<file path="src/design/parking_sequencer_pd_steer_assert.svh">
// Assertion helpers for the parking sequencer.
`ifndef PARKING_SEQUENCER_PD_STEER_ASSERT_SVH
`define PARKING_SEQUENCER_PD_STEER_ASSERT_SVH

// Same-cycle implication, checked outside reset.
`define PSTEER_ASSERT_IMP(lbl, clk, rstn, ante, cons, msg) \
  lbl: assert property (@(posedge clk) disable iff (!rstn) (ante) |-> (cons)) \
    else $error(msg);

// Next-cycle implication, checked outside reset.
`define PSTEER_ASSERT_NXT(lbl, clk, rstn, ante, cons, msg) \
  lbl: assert property (@(posedge clk) disable iff (!rstn) (ante) |=> (cons)) \
    else $error(msg);

`endif

</file>
<file path="src/design/psteer_pkg.sv">
`timescale 1ns / 1ps

package psteer_pkg;

  // Field widths
  localparam int unsigned OffsetW = 16;
  localparam int unsigned RangeW  = 14;
  localparam int unsigned ElapsedW = 10;
  localparam int unsigned GainW   = 16;
  localparam int unsigned TimeW   = 16;
  localparam int unsigned SteerW  = 8;
  localparam int unsigned SpeedW  = 10;
  localparam int unsigned ModeW   = 2;
  localparam int unsigned CfgAddrW = 3;
  localparam int unsigned CfgDataW = 16;

  // Configuration register indexes
  localparam logic [CfgAddrW-1:0] CFG_STEER_GAIN_P = 3'd0;
  localparam logic [CfgAddrW-1:0] CFG_STEER_GAIN_D = 3'd1;
  localparam logic [CfgAddrW-1:0] CFG_SPEED_GAIN   = 3'd2;
  localparam logic [CfgAddrW-1:0] CFG_SPACE_THR    = 3'd3;
  localparam logic [CfgAddrW-1:0] CFG_WALL_THR     = 3'd4;
  localparam logic [CfgAddrW-1:0] CFG_ALIGN_TIME   = 3'd5;

  // Mode codes as reported in the result word
  localparam logic [ModeW-1:0] MODE_LANE    = 2'd0;
  localparam logic [ModeW-1:0] MODE_ALIGN   = 2'd1;
  localparam logic [ModeW-1:0] MODE_REVERSE = 2'd2;
  localparam logic [ModeW-1:0] MODE_PARKED  = 2'd3;

  // Steering and speed commands
  localparam logic [SteerW-1:0]        STEER_MIN     = 8'd45;
  localparam logic [SteerW-1:0]        STEER_MID     = 8'd90;
  localparam logic [SteerW-1:0]        STEER_MAX     = 8'd135;
  localparam logic signed [SpeedW-1:0] SPEED_REVERSE = 10'sd250;
  localparam logic signed [SpeedW-1:0] SPEED_STOP    = 10'sd0;
  localparam logic [SpeedW-1:0]        SPEED_FWD_MAG = 10'd435;

  // Sequencer states, one-hot
  typedef enum logic [3:0] {
    ST_LANE    = 4'b0001,
    ST_ALIGN   = 4'b0010,
    ST_REVERSE = 4'b0100,
    ST_PARKED  = 4'b1000
  } state_e;

  // Control-law gains
  typedef struct packed {
    logic [GainW-1:0] steer_gain_p;
    logic [GainW-1:0] steer_gain_d;
    logic [GainW-1:0] speed_gain;
  } gains_t;

  // Control-law commands
  typedef struct packed {
    logic [SteerW-1:0]        steer;
    logic signed [SpeedW-1:0] speed;
  } pd_cmd_t;

endpackage

</file>
<file path="src/design/psteer_pd_law.sv">
`timescale 1ns / 1ps

module psteer_pd_law (
  input  psteer_pkg::gains_t                         gains_i,
  input  logic signed [psteer_pkg::OffsetW-1:0]      offset_i,
  input  logic signed [psteer_pkg::OffsetW-1:0]      prev_offset_i,
  output psteer_pkg::pd_cmd_t                        cmd_o
);

  logic signed [16:0] diff;
  logic signed [32:0] prod_p;
  logic signed [33:0] prod_d;
  logic signed [32:0] prod_s;
  logic signed [34:0] acc;
  logic signed [34:0] acc_adj;
  logic signed [22:0] u_angle;
  logic signed [32:0] prod_s_adj;
  logic signed [20:0] u_speed;
  logic [20:0]        speed_mag;

  // Form the P, D and speed products
  assign diff   = 17'(offset_i) - 17'(prev_offset_i);
  assign prod_p = $signed({1'b0, gains_i.steer_gain_p}) * offset_i;
  assign prod_d = $signed({1'b0, gains_i.steer_gain_d}) * diff;
  assign prod_s = $signed({1'b0, gains_i.speed_gain}) * offset_i;

  // Sum and scale by 1/4096, rounding toward zero
  assign acc        = 35'(prod_p) + 35'(prod_d);
  assign acc_adj    = acc + (acc[34] ? 35'sd4095 : 35'sd0);
  assign u_angle    = acc_adj[34:12];
  assign prod_s_adj = prod_s + (prod_s[32] ? 33'sd4095 : 33'sd0);
  assign u_speed    = prod_s_adj[32:12];
  assign speed_mag  = u_speed[20] ? 21'(-u_speed) : 21'(u_speed);

  // Clamp steering around center and speed to forward range
  always_comb begin
    if (u_angle < -23'sd45) begin
      cmd_o.steer = psteer_pkg::STEER_MIN;
    end else if (u_angle > 23'sd45) begin
      cmd_o.steer = psteer_pkg::STEER_MAX;
    end else begin
      cmd_o.steer = psteer_pkg::STEER_MID + u_angle[7:0];
    end
    if (speed_mag >= 21'(psteer_pkg::SPEED_FWD_MAG)) begin
      cmd_o.speed = psteer_pkg::SPEED_STOP;
    end else begin
      cmd_o.speed = $signed(speed_mag[9:0] - psteer_pkg::SPEED_FWD_MAG);
    end
  end

endmodule

</file>
<file path="src/design/parking_sequencer_pd_steer.sv">
`timescale 1ns / 1ps
// Parking sequencer with PD lane steering.
// Sample words enter on s_axis (offset, right range, rear range, elapsed ms);
// one command word per sample leaves on m_axis (steer, speed, mode).
// Gains, thresholds and align time are written through the cfg channel,
// which is always ready; write it only while no sample is in flight.
// A sample lands in the input register at acceptance; its command is
// registered once the output word is free. Throughput: one sample per
// cycle unless the receiver stalls; the control law (three multiplies, the
// clamps and the mode compares) sits between the input and output registers.
// Reset clears the mode to lane driving, the previous offset, the align
// timer and the one-shot space flag, and reloads the default gains.
// When the receiver stalls, the output word holds and the input register
// keeps one more sample; s_axis_tready_o drops once both are full.
`include "parking_sequencer_pd_steer_assert.svh"

module parking_sequencer_pd_steer (
  input  logic                              clk_i,
  input  logic                              rst_ni,
  // Config write channel
  input  logic                              cfg_valid_i,
  output logic                              cfg_ready_o,
  input  logic [psteer_pkg::CfgAddrW-1:0]   cfg_addr_i,
  input  logic [psteer_pkg::CfgDataW-1:0]   cfg_data_i,
  // Sample stream
  input  logic                              s_axis_tvalid_i,
  output logic                              s_axis_tready_o,
  // [15:0] centre_offset, [29:16] right_range_mm, [43:30] rear_range_mm,
  // [53:44] elapsed_ms, [55:54] zero
  input  logic [55:0]                       s_axis_tdata_i,
  // Command stream
  output logic                              m_axis_tvalid_o,
  input  logic                              m_axis_tready_i,
  // [7:0] steer_angle, [17:8] drive_speed, [19:18] mode, [23:20] zero
  output logic [23:0]                       m_axis_tdata_o
);

  // Config registers
  psteer_pkg::gains_t                  gains_q;
  logic [psteer_pkg::RangeW-1:0]       space_thr_q;
  logic [psteer_pkg::RangeW-1:0]       wall_thr_q;
  logic [psteer_pkg::TimeW-1:0]        align_time_q;

  // Pipeline registers
  logic                                in_valid_q;
  logic signed [psteer_pkg::OffsetW-1:0] in_offset_q;
  logic [psteer_pkg::RangeW-1:0]       in_right_q;
  logic [psteer_pkg::RangeW-1:0]       in_rear_q;
  logic [psteer_pkg::ElapsedW-1:0]     in_elapsed_q;
  logic                                out_valid_q;
  logic [psteer_pkg::SteerW-1:0]       out_steer_q, out_steer_d;
  logic signed [psteer_pkg::SpeedW-1:0] out_speed_q, out_speed_d;
  logic [psteer_pkg::ModeW-1:0]        out_mode_q, out_mode_d;

  // Sequencer state
  psteer_pkg::state_e                  state_q, state_d;
  logic signed [psteer_pkg::OffsetW-1:0] prev_offset_q, prev_offset_d;
  logic [psteer_pkg::TimeW-1:0]        align_timer_q, align_timer_d;
  logic                                space_seen_q, space_seen_d;

  logic                                advance;
  logic                                enter_align;
  logic [psteer_pkg::TimeW:0]          timer_sum;
  logic [psteer_pkg::TimeW-1:0]        timer_next;
  psteer_pkg::pd_cmd_t                 pd_cmd;

  assign cfg_ready_o     = 1'b1;
  assign advance         = in_valid_q && (!out_valid_q || m_axis_tready_i);
  assign s_axis_tready_o = !in_valid_q || advance;
  assign m_axis_tvalid_o = out_valid_q;
  assign m_axis_tdata_o  = {4'b0000, out_mode_q, out_speed_q, out_steer_q};

  // Write config registers
  always_ff @(posedge clk_i or negedge rst_ni) begin
    if (!rst_ni) begin
      gains_q.steer_gain_p <= 16'd3379;
      gains_q.steer_gain_d <= 16'd122;
      gains_q.speed_gain   <= 16'd5179;
      space_thr_q          <= 14'd250;
      wall_thr_q           <= 14'd100;
      align_time_q         <= 16'd600;
    end else if (cfg_valid_i && cfg_ready_o) begin
      case (cfg_addr_i)
        psteer_pkg::CFG_STEER_GAIN_P: gains_q.steer_gain_p <= cfg_data_i;
        psteer_pkg::CFG_STEER_GAIN_D: gains_q.steer_gain_d <= cfg_data_i;
        psteer_pkg::CFG_SPEED_GAIN:   gains_q.speed_gain   <= cfg_data_i;
        psteer_pkg::CFG_SPACE_THR:    space_thr_q          <= cfg_data_i[13:0];
        psteer_pkg::CFG_WALL_THR:     wall_thr_q           <= cfg_data_i[13:0];
        psteer_pkg::CFG_ALIGN_TIME:   align_time_q         <= cfg_data_i;
        default: ;
      endcase
    end
  end

  // Control law
  psteer_pd_law u_pd_law (
    .gains_i       (gains_q),
    .offset_i      (in_offset_q),
    .prev_offset_i (prev_offset_q),
    .cmd_o         (pd_cmd)
  );

  // Align timer, saturating add
  assign timer_sum  = 17'(align_timer_q) + 17'(in_elapsed_q);
  assign timer_next = timer_sum[16] ? 16'hFFFF : timer_sum[15:0];
  assign enter_align = (state_q == psteer_pkg::ST_LANE) && !space_seen_q &&
                       (in_right_q > space_thr_q);

  // Sequence next state and command for the sample in the input register
  always_comb begin
    state_d       = state_q;
    prev_offset_d = prev_offset_q;
    align_timer_d = align_timer_q;
    space_seen_d  = space_seen_q;
    out_steer_d   = psteer_pkg::STEER_MID;
    out_speed_d   = psteer_pkg::SPEED_STOP;
    case (state_q)
      psteer_pkg::ST_LANE: begin
        out_steer_d   = pd_cmd.steer;
        out_speed_d   = pd_cmd.speed;
        prev_offset_d = in_offset_q;
        if (enter_align) begin
          space_seen_d  = 1'b1;
          align_timer_d = '0;
          state_d       = (align_time_q == '0) ? psteer_pkg::ST_REVERSE
                                               : psteer_pkg::ST_ALIGN;
        end
      end
      psteer_pkg::ST_ALIGN: begin
        out_steer_d   = pd_cmd.steer;
        out_speed_d   = pd_cmd.speed;
        prev_offset_d = in_offset_q;
        align_timer_d = timer_next;
        if (timer_next >= align_time_q) begin
          state_d = psteer_pkg::ST_REVERSE;
        end
      end
      psteer_pkg::ST_REVERSE: begin
        if (in_rear_q < wall_thr_q) begin
          state_d = psteer_pkg::ST_PARKED;
        end else begin
          out_steer_d = psteer_pkg::STEER_MIN;
          out_speed_d = psteer_pkg::SPEED_REVERSE;
        end
      end
      psteer_pkg::ST_PARKED: ;
      default: state_d = psteer_pkg::ST_LANE;
    endcase
    case (state_d)
      psteer_pkg::ST_ALIGN:   out_mode_d = psteer_pkg::MODE_ALIGN;
      psteer_pkg::ST_REVERSE: out_mode_d = psteer_pkg::MODE_REVERSE;
      psteer_pkg::ST_PARKED:  out_mode_d = psteer_pkg::MODE_PARKED;
      default:                out_mode_d = psteer_pkg::MODE_LANE;
    endcase
  end

  // Track occupancy of input and output registers
  always_ff @(posedge clk_i or negedge rst_ni) begin
    if (!rst_ni) begin
      in_valid_q  <= 1'b0;
      out_valid_q <= 1'b0;
    end else begin
      if (s_axis_tvalid_i && s_axis_tready_o) begin
        in_valid_q <= 1'b1;
      end else if (advance) begin
        in_valid_q <= 1'b0;
      end
      if (advance) begin
        out_valid_q <= 1'b1;
      end else if (m_axis_tready_i) begin
        out_valid_q <= 1'b0;
      end
    end
  end

  // Capture the accepted sample word
  always_ff @(posedge clk_i) begin
    if (s_axis_tvalid_i && s_axis_tready_o) begin
      in_offset_q  <= $signed(s_axis_tdata_i[15:0]);
      in_right_q   <= s_axis_tdata_i[29:16];
      in_rear_q    <= s_axis_tdata_i[43:30];
      in_elapsed_q <= s_axis_tdata_i[53:44];
    end
  end

  // Register the command word
  always_ff @(posedge clk_i) begin
    if (advance) begin
      out_steer_q <= out_steer_d;
      out_speed_q <= out_speed_d;
      out_mode_q  <= out_mode_d;
    end
  end

  // Advance sequencer state once per processed sample
  always_ff @(posedge clk_i or negedge rst_ni) begin
    if (!rst_ni) begin
      state_q       <= psteer_pkg::ST_LANE;
      prev_offset_q <= '0;
      align_timer_q <= '0;
      space_seen_q  <= 1'b0;
    end else if (advance) begin
      state_q       <= state_d;
      prev_offset_q <= prev_offset_d;
      align_timer_q <= align_timer_d;
      space_seen_q  <= space_seen_d;
    end
  end

  // Checks
  `PSTEER_ASSERT_NXT(a_parked_sticks, clk_i, rst_ni,
    state_q == psteer_pkg::ST_PARKED, state_q == psteer_pkg::ST_PARKED,
    "parked state left")
  `PSTEER_ASSERT_NXT(a_space_seen_sticks, clk_i, rst_ni,
    space_seen_q, space_seen_q, "space flag cleared")
  `PSTEER_ASSERT_IMP(a_align_needs_space, clk_i, rst_ni,
    state_q != psteer_pkg::ST_LANE, space_seen_q, "left lane mode without a space")
  `PSTEER_ASSERT_IMP(a_parked_cmd, clk_i, rst_ni,
    out_valid_q && out_mode_q == psteer_pkg::MODE_PARKED,
    out_steer_q == psteer_pkg::STEER_MID && out_speed_q == psteer_pkg::SPEED_STOP,
    "parked word carries wrong command")
  `PSTEER_ASSERT_IMP(a_forward_speed, clk_i, rst_ni,
    out_valid_q && (out_mode_q == psteer_pkg::MODE_LANE ||
                    out_mode_q == psteer_pkg::MODE_ALIGN),
    out_speed_q[9] || out_speed_q == psteer_pkg::SPEED_STOP,
    "forward mode with reverse speed")

endmodule

</file>
<file path="config.mk">
export PLATFORM = sky130hd
export DESIGN_NAME = parking_sequencer_pd_steer
export DESIGN_NICKNAME = d
export VERILOG_FILES = /design/src/design/psteer_pkg.sv /design/src/design/psteer_pd_law.sv /design/src/design/parking_sequencer_pd_steer.sv
export VERILOG_INCLUDE_DIRS = /design/src /design/src/design
export SDC_FILE = /design/constraint.sdc
export NUM_CORES = 2
export LEC_CHECK = 0
export BUFFER_PORTS_ARGS = -buffer_cell sky130_fd_sc_hd__buf_2
export CAP_MARGIN = 20
export CORE_MARGIN = 5
export CORE_UTILIZATION = 40
export CTS_CLUSTER_DIAMETER = 150
export CTS_CLUSTER_SIZE = 20
export DETAILED_ROUTE_END_ITERATION = 10
export PLACE_DENSITY = 0.54
export SYNTH_ARGS = -nofsm -noshare
export SYNTH_HDL_FRONTEND = slang
export SYNTH_SLANG_ARGS = --single-unit
</file>
<file path="constraint.sdc">
create_clock -name clk_i -period 15.2 [get_ports clk_i]
set_input_delay 4.56 -clock clk_i [delete_from_list [all_inputs] [get_ports clk_i]]
set_output_delay 4.56 -clock clk_i [all_outputs]
set_load 0.05 [all_outputs]
</file>
* After elaboration in Yosys (flattened, before gate mapping) *
Index checks and enable logic that the tools add are counted.

storage, ports and cells
  bits in registers = 205
  bits in latches = 0
  RAM bits = 0
  bits in read-only memories = 0
  input bits = 80
  output and inout port bits = 27
  logic and storage cells = 96
  memories kept = 0

operators by class
  add/subtract/negate cells = 8
  $mul = 3
  div/mod/pow operators = 0
  magnitude comparators = 6
  equal/unequal tests = 13
  shift operators = 0
  muxes and demuxes = 23
  bitwise operators = 0
  reductions and logical operators = 24

operator list
  operator             count
  $mul 17x16->33       2
  $add 33x34->35       1
  $add 35x35->35       1
  $mul 17x17->34       1
  $add 33x33->33       1
  $mux 16              2
  $pmux 16 s2          1
  $mux 12              2
  $mux 8               3
  $gt 23x7->1 const B  1
  $lt 23x7->1 const B  1
  $ge 21x9->1 const B  1
  $mux 21              1
  $neg 21->21          1
  $pmux 10 s2          1
  $add 16x10->17       1
  $sub 16x16->17       1
  $ge 16x16->1         1
  $logic_not 16->1     1
  $pmux 4 s4           1
  $pmux 8 s2           1
  $gt 14x14->1         1
  $lt 14x14->1         1
  $reduce_and 2->1     7
  23 further kinds     42

* Logic depth before layout (Yosys ltp) *
  depth after elaboration = 9
  mapped depth = 58
  mapped depth without buffers = 56

* Modules after synthesis *
Synthesis repeated with hierarchy kept, for this count alone.

unflattened totals
  cell total of the unflattened synthesis = 4558
  area total of the unflattened synthesis = 41114.4 um^2

by module, submodules not included
  module                      instances  cells an instance  area an instance (um^2)  sequential area each (um^2)
  psteer_pd_law               1          3812               31642.8                  0.0
  parking_sequencer_pd_steer  1          746                9471.6                   5541.6

* Least setup slack after synthesis *
OpenSTA, ideal clock, no wires.

  path kind = flip-flop to flip-flop
  start = register in_offset_q[0] (netlist name)
  end = register out_steer_q[0] (netlist name), data pin
  setup time = 0.254 ns
  data arrival time = 12.612 ns
  required time = 14.946 ns
  path slack = 2.333 ns
  cell stages (with the launch flop) = 57
  path buffers = 2
  period minus slack after synthesis = 12.867 ns
  cell sequence = edfxtp_1 -> inv_1 -> ha_1 -> fa_1 -> nor2b_1 -> o21ai_0 -> a21boi_0 -> o21ai_0 -> a21boi_0 -> o21ai_0 -> a21boi_0 -> o21ai_0 -> a21boi_0 -> o21ai_0 -> a21boi_0 -> o31a_1 -> o2bb2ai_1 -> inv_1 -> [... 21 more ...] -> o311a_1 -> nor2_1 -> ha_1 -> o31a_1 -> o41a_1 -> nand3b_1 -> mux2i_1 -> o311ai_0 -> a221oi_1 -> and2_1 -> nor2_1 -> inv_1 -> ha_1 -> a211oi_1 -> a211oi_1 -> nor4_1 -> a41oi_1 -> o21a_1

between the ends
  cells in the longest elaborated chain, start to end = 9
  elaborated cells on any way between the ends = 12
  classes of those cells = 4 x add/sub; 2 x mul; 2 x order compare; 4 x mux

ends and longest elaborated chain
  item                                        RTL line                                  source
  start, declared                             parking_sequencer_pd_steer.sv:46          logic signed [psteer_pkg::OffsetW-1:0] in_offset_q;
  start signal, assigned                      parking_sequencer_pd_steer.sv:179         in_offset_q <= $signed(s_axis_tdata_i[15:0]);
  $sub 16x16->17                              psteer_pd_law.sv:22                       assign diff = 17'(offset_i) - 17'(prev_offset_i);
  $mul 17x17->34                              psteer_pd_law.sv:24                       assign prod_d = $signed({1'b0, gains_i.steer_gain_d}) * diff;
  $add 33x34->35 *                            psteer_pd_law.sv:28                       assign acc = 35'(prod_p) + 35'(prod_d);
  $mux 12                                     psteer_pd_law.sv:29                       assign acc_adj = acc + (acc[34] ? 35'sd4095 : 35'sd0);
  $add 35x35->35 *                            psteer_pd_law.sv:29
  $gt 23x7->1 or $add 7x8->8 (tied branches)  psteer_pd_law.sv:39, psteer_pd_law.sv:42
  $mux 8                                      psteer_pd_law.sv:39                       end else if (u_angle > 23'sd45) begin
  $mux 8 *                                    psteer_pd_law.sv:37                       if (u_angle < -23'sd45) begin
  $pmux 8 s2 *                                parking_sequencer_pd_steer.sv:117         case (state_q)
  net out_steer_d (one bit)                   parking_sequencer_pd_steer.sv:51          logic [psteer_pkg::SteerW-1:0] out_steer_q, out_steer_d;
  end signal, assigned                        parking_sequencer_pd_steer.sv:189         out_steer_q <= out_steer_d;
  end, declared                               parking_sequencer_pd_steer.sv:51

Mark *: on every way through the listed nets, which the timed path passes. The rest lies on a longest branch.
A chain may end at the register's enable or synchronous reset.

* Final worst setup path *
  start = register in_offset_q[0] (netlist name)
  end = register out_steer_q[1] (netlist name), data pin

The elaborated chain is that of the path after synthesis.

==> results.env <==
RESIDUAL_DRC_COUNT=0
CRITICAL_PATH.TOP_DELAY_FAMILY='compound AO/OA/AOI/OAI gates'
WIRELENGTH_UM=109000
DRT-PASS1-ITER-COUNT=6
FLOORPLAN.ROWS=118
SLEW_HEADROOM=0.253
CORE_REGION_AREA_UM2=103000
STARTPOINT='in_offset_q[0]'
CLK_TRANSITION_REPORTED_PATHS_PS=90
CTS.SINKS=205
MIN-DELAY-START='align_timer_q[0]'
CP_MAX_FANOUT=9
POST_SYNTH_FA_HA_MAJ_AREA_FRACTION=0.448
FINAL_HOLD_VIOLATIONS=0
SYNTH-SEQ-AREA-SHARE=0.134
GLOBALROUTEOVERFLOWTOTAL=0
SYNTH.DISTINCT_CELLS=104
WORST_HOLD_PATH_TYPE='flip-flop to flip-flop'
PLACE.GP.CONGESTION=0.862
CRITICAL_PATH.ENDPOINT_TYPE='flip-flop'
CLOCK_SKEW_PS=30.2
CRIT-REG2REG-LAUNCH='in_offset_q[0]'
SETUP_VIOL=0
ANTENNA_LEFT=0
SYNTH_AREA_LEADERS='fa_1, ha_1, inv_1'
CLOCK_TREE.BUFFER_DEPTH=3
SYNTHDOMINANTAREACELLTYPE='fa_1'
GRT_MAX_DEGREE=85
FLOORPLAN.INITIALDENSITY=0.402
NET_COUNT_REPORTED_AT_FINISH=5745
CTS_TREE='yes'
DIE_WIDTH_UM=332
MAX-CAP-VIOLATIONS=0
STATUS='finished, final reports clean'
HOLDBUFCOUNTCTS=0
YOSYS_REGISTER_BITS=205
NUMBER_OF_SYNTHESIZED_FLOPS_WITH_AN_ENABLE_PIN=74
WORST-SLEW-PIN-TRANSITION_PS=1120
MUXSHAREOFSYNTHAREA=0.0272
NUM_VIAS=31300
CLOCK-ROOT-BUFFER='clkbuf_16'
CP_COMMON_CELL='fa_1'
IOS=107
CTS_BUFFERS=15
SYN_AVG_CELL_AREA_UM2=9.00
WORST_SETUP_PATH_CLASS='flip-flop to flip-flop'
YOSYS_WARNINGS=0
WORSTSETUPSTARTPOINTTYPE='flip-flop'
FINALSETUPTNS_PS=0
HTREEDEPTH=1
NUMBER_OF_BUFFERS_INSERTED_BY_PORT_BUFFERING=99
SYNTH_TOP_FAMILY_BY_AREA='adder cells'
SYNTHTOLAYOUTAREAGROWTH_PCT=5.73
WORSTHOLDPATHCELLS=2
NUMBER_OF_GLOBAL_ROUTE_VIAS_BEFORE_REPAIR=32400
CLOCK_LATENCY_PS=530
CRITPATHMAXSTAGEDELAY_PS=500
SYNTH-SIMPLE-AREA-SHARE=0.168
REPORT.FINAL.SLEW_VIOL_COUNT=0
FIRST_ITER_VIOLATIONS=1749
DRT-WIRELENGTH-PER-CELL_UM=18.3
SYNTHFLOPTYPE='dfrtp_1'
SYNTHESIS.AREA_UM2=41500
ANTENNA_VIOLATIONS_BEFORE_REPAIR=2
FF2FF_SETUP_SLACK_PS=1280
END_OF_THE_WORST_REGISTER_TO_REGISTER_PATH='out_steer_q[1]'
CRITPATHSLOWESTCELL='fa_1'
FINAL.PERIOD_UTILIZATION=0.916
CP.BUFFERS_INVERTERS=10
NETLIST.AREA_LEADER.SHARE=0.320
GRT_SETUP_UNREPAIRED='no'
DIE_AREA_UM2=110000
ACHIEVABLE-FREQUENCY_GHz=0.0718
ASYNC_RESET_FF_FRAC=0.639
POST_SYNTH_XOR_AREA_FRACTION=0.0210
WORSTPATHREQUIRED_PS=15500
SYNTH_COMPOUND_AREA_FRAC=0.0994
POST_SYNTH_INST_COUNT=4608
ROUTE.DETAILED.VIAS_PER_INST=5.24
FIN_CRIT_PS=13920
CRITPATHARRIVALTIME_PS=14220
FINAL_LAYOUT_SIZE_SUFFIX_GT1_FRAC=0.0798
DP_HPWL_UM=88300
HOLD_PATH_END='align_timer_q[0]'
WIRE_LENGTH_OF_THE_FIRST_GLOBAL_ROUTING_PASS_UM=179000
GRT_UTIL_ALL_LAYERS=0.198
TIMING.REG2REG.WORST_PATH_DEPTH=55
FP.DIEH_UM=332
-- sequential cells by signal, indices dropped and copies added, names as in the netlist, 14 cells and up --
register	count
prev_offset_q	16
align_time_q	16
gains_q	48
in_rear_q	14
in_offset_q	16
wall_thr_q	14
in_right_q	14
space_thr_q	14
align_timer_q	16
-- cell families (layout without fill, tap and decap cells) --
logic type               after synthesis  count (layout)
multiplexers                         101             101
AND/OR/NAND/NOR                     1409            1409
XOR/XNOR                              97              97
buffers and inverters               1118            1093
other                                  2               7
adder cells (fa/ha/maj)             1088            1088
flip-flops                           205             205
AO/OA/AOI/OAI                        588             588
-- metal layers --
metal | wire length (µm) | share of wire | track usage | vias up
li1 | - | - | - | 14600
met1 | 49400 | 0.45 | 0.276 | 16000
met2 | 54100 | 0.50 | 0.348 | 569
met3 | 4000 | 0.037 | 0.0132 | 106
met4 | 1700 | 0.016 | 0.0293 | 0
met5 | 0 | 0 | 0 | -
-- stage by stage --
| stage | hold WS (ps) | utilization | setup WS, ps | instance area (µm²) | std cells |
|---|---|---|---|---|---|
| after floorplan | 443 | - | 2330 | 41500 | 4611 |
| after global placement | 461 | 0.420 | 900 | 43300 | 5938 |
| after detailed placement | 465 | 0.420 | 675 | 43300 | 5938 |
| after CTS | 485 | 0.424 | 604 | 43800 | 5964 |
| after global routing | 515 | 0.425 | 76.6 | 43800 | 5966 |
| final | 481 | 0.425 | 1280 | 43800 | 5968 |
-- cell type report --
class                      instances  area (µm²)
clock buffer                      22         402
tap                             1380        1730
sequential                       205        5540
multi-input combinational       3288       31800
antenna                            2        5.00
timing repair buffer             157         935
inverter                         910        3420
clock inverter                     4        52.6
fill                           10300       59400
-- cell usage after synthesis, types with 11 or more instances --
cell	n
a21o_1	59
o21ai_0	119
a211oi_1	26
nor2_1	145
dfstp_2	33
a21boi_0	21
a211o_1	13
a31oi_1	11
clkbuf_1	181
o31ai_1	17
or3_1	25
dfrtp_1	98
nand3_1	60
edfxtp_1	74
inv_1	908
a21oi_1	109
o2111ai_1	11
fa_1	663
nor3_1	46
nor2b_1	65
mux2_2	95
a22o_1	16
nand4_1	33
and3_1	18
nand2_1	605
nor4_1	39
nand2b_1	41
ha_1	425
xnor2_1	59
o21a_1	16
xor2_1	35
and2_1	279
o211ai_1	39
-- worst max-delay path by stage --
stage / end / slack, ps / depth (start not counted)
final: out_steer_q[1] / 1280 / 55
after global routing: out_steer_q[4] / 80 / 55
after CTS: out_steer_q[2] / 600 / 57
after detailed placement: out_steer_q[2] / 680 / 57
after global placement: out_steer_q[2] / 900 / 57
after floorplan: out_steer_q[0] / 2330 / 56
-- worst register-to-register path, delay by kind of cell, from the launching register on --
kind,cells,cell delay [ps]
AOI/OAI and AO/OA,23,5510
buffers and inverters,10,880
adders and majority gates,12,5020
DFF,1,360
and+or+nand+nor,10,1930
-- placed cells by master (no fill, tap or decap), types with 9 or more instances in the layout --
cell and instances:
a211o_1 13, clkbuf_16 15, a211oi_1 25, mux2_2 95
xor2_1 35, a311o_1 10, dfstp_2 33, fa_1 663
o21a_1 16, buf_4 57, and2_1 278, a311oi_1 9
nor2_1 136, a21oi_1 109, a21boi_0 21, a22o_1 16
xnor2_1 58, nor3_1 45, a31oi_1 11, and3_1 18
nor2_2 10, buf_2 98, edfxtp_1 74, nor2b_1 65
o211ai_1 39, o21ai_0 119, o31ai_1 17, nand2_1 605
ha_1 425, o2111ai_1 11, or3_1 25, inv_1 908
nand4_1 33, a21o_1 59, nand3_1 60, dfrtp_1 98
nand2b_1 41, nor4_1 36
-- timing repair --
action	4_1_cts	5_1_grt
gates resized for setup	0	4
setup buffers	0	1
endpoints found under the setup margin	0	8
Power is left out: the tool's default activity adds up to more than one toggle a clock period on the data nets, which glitch-free logic cannot reach.
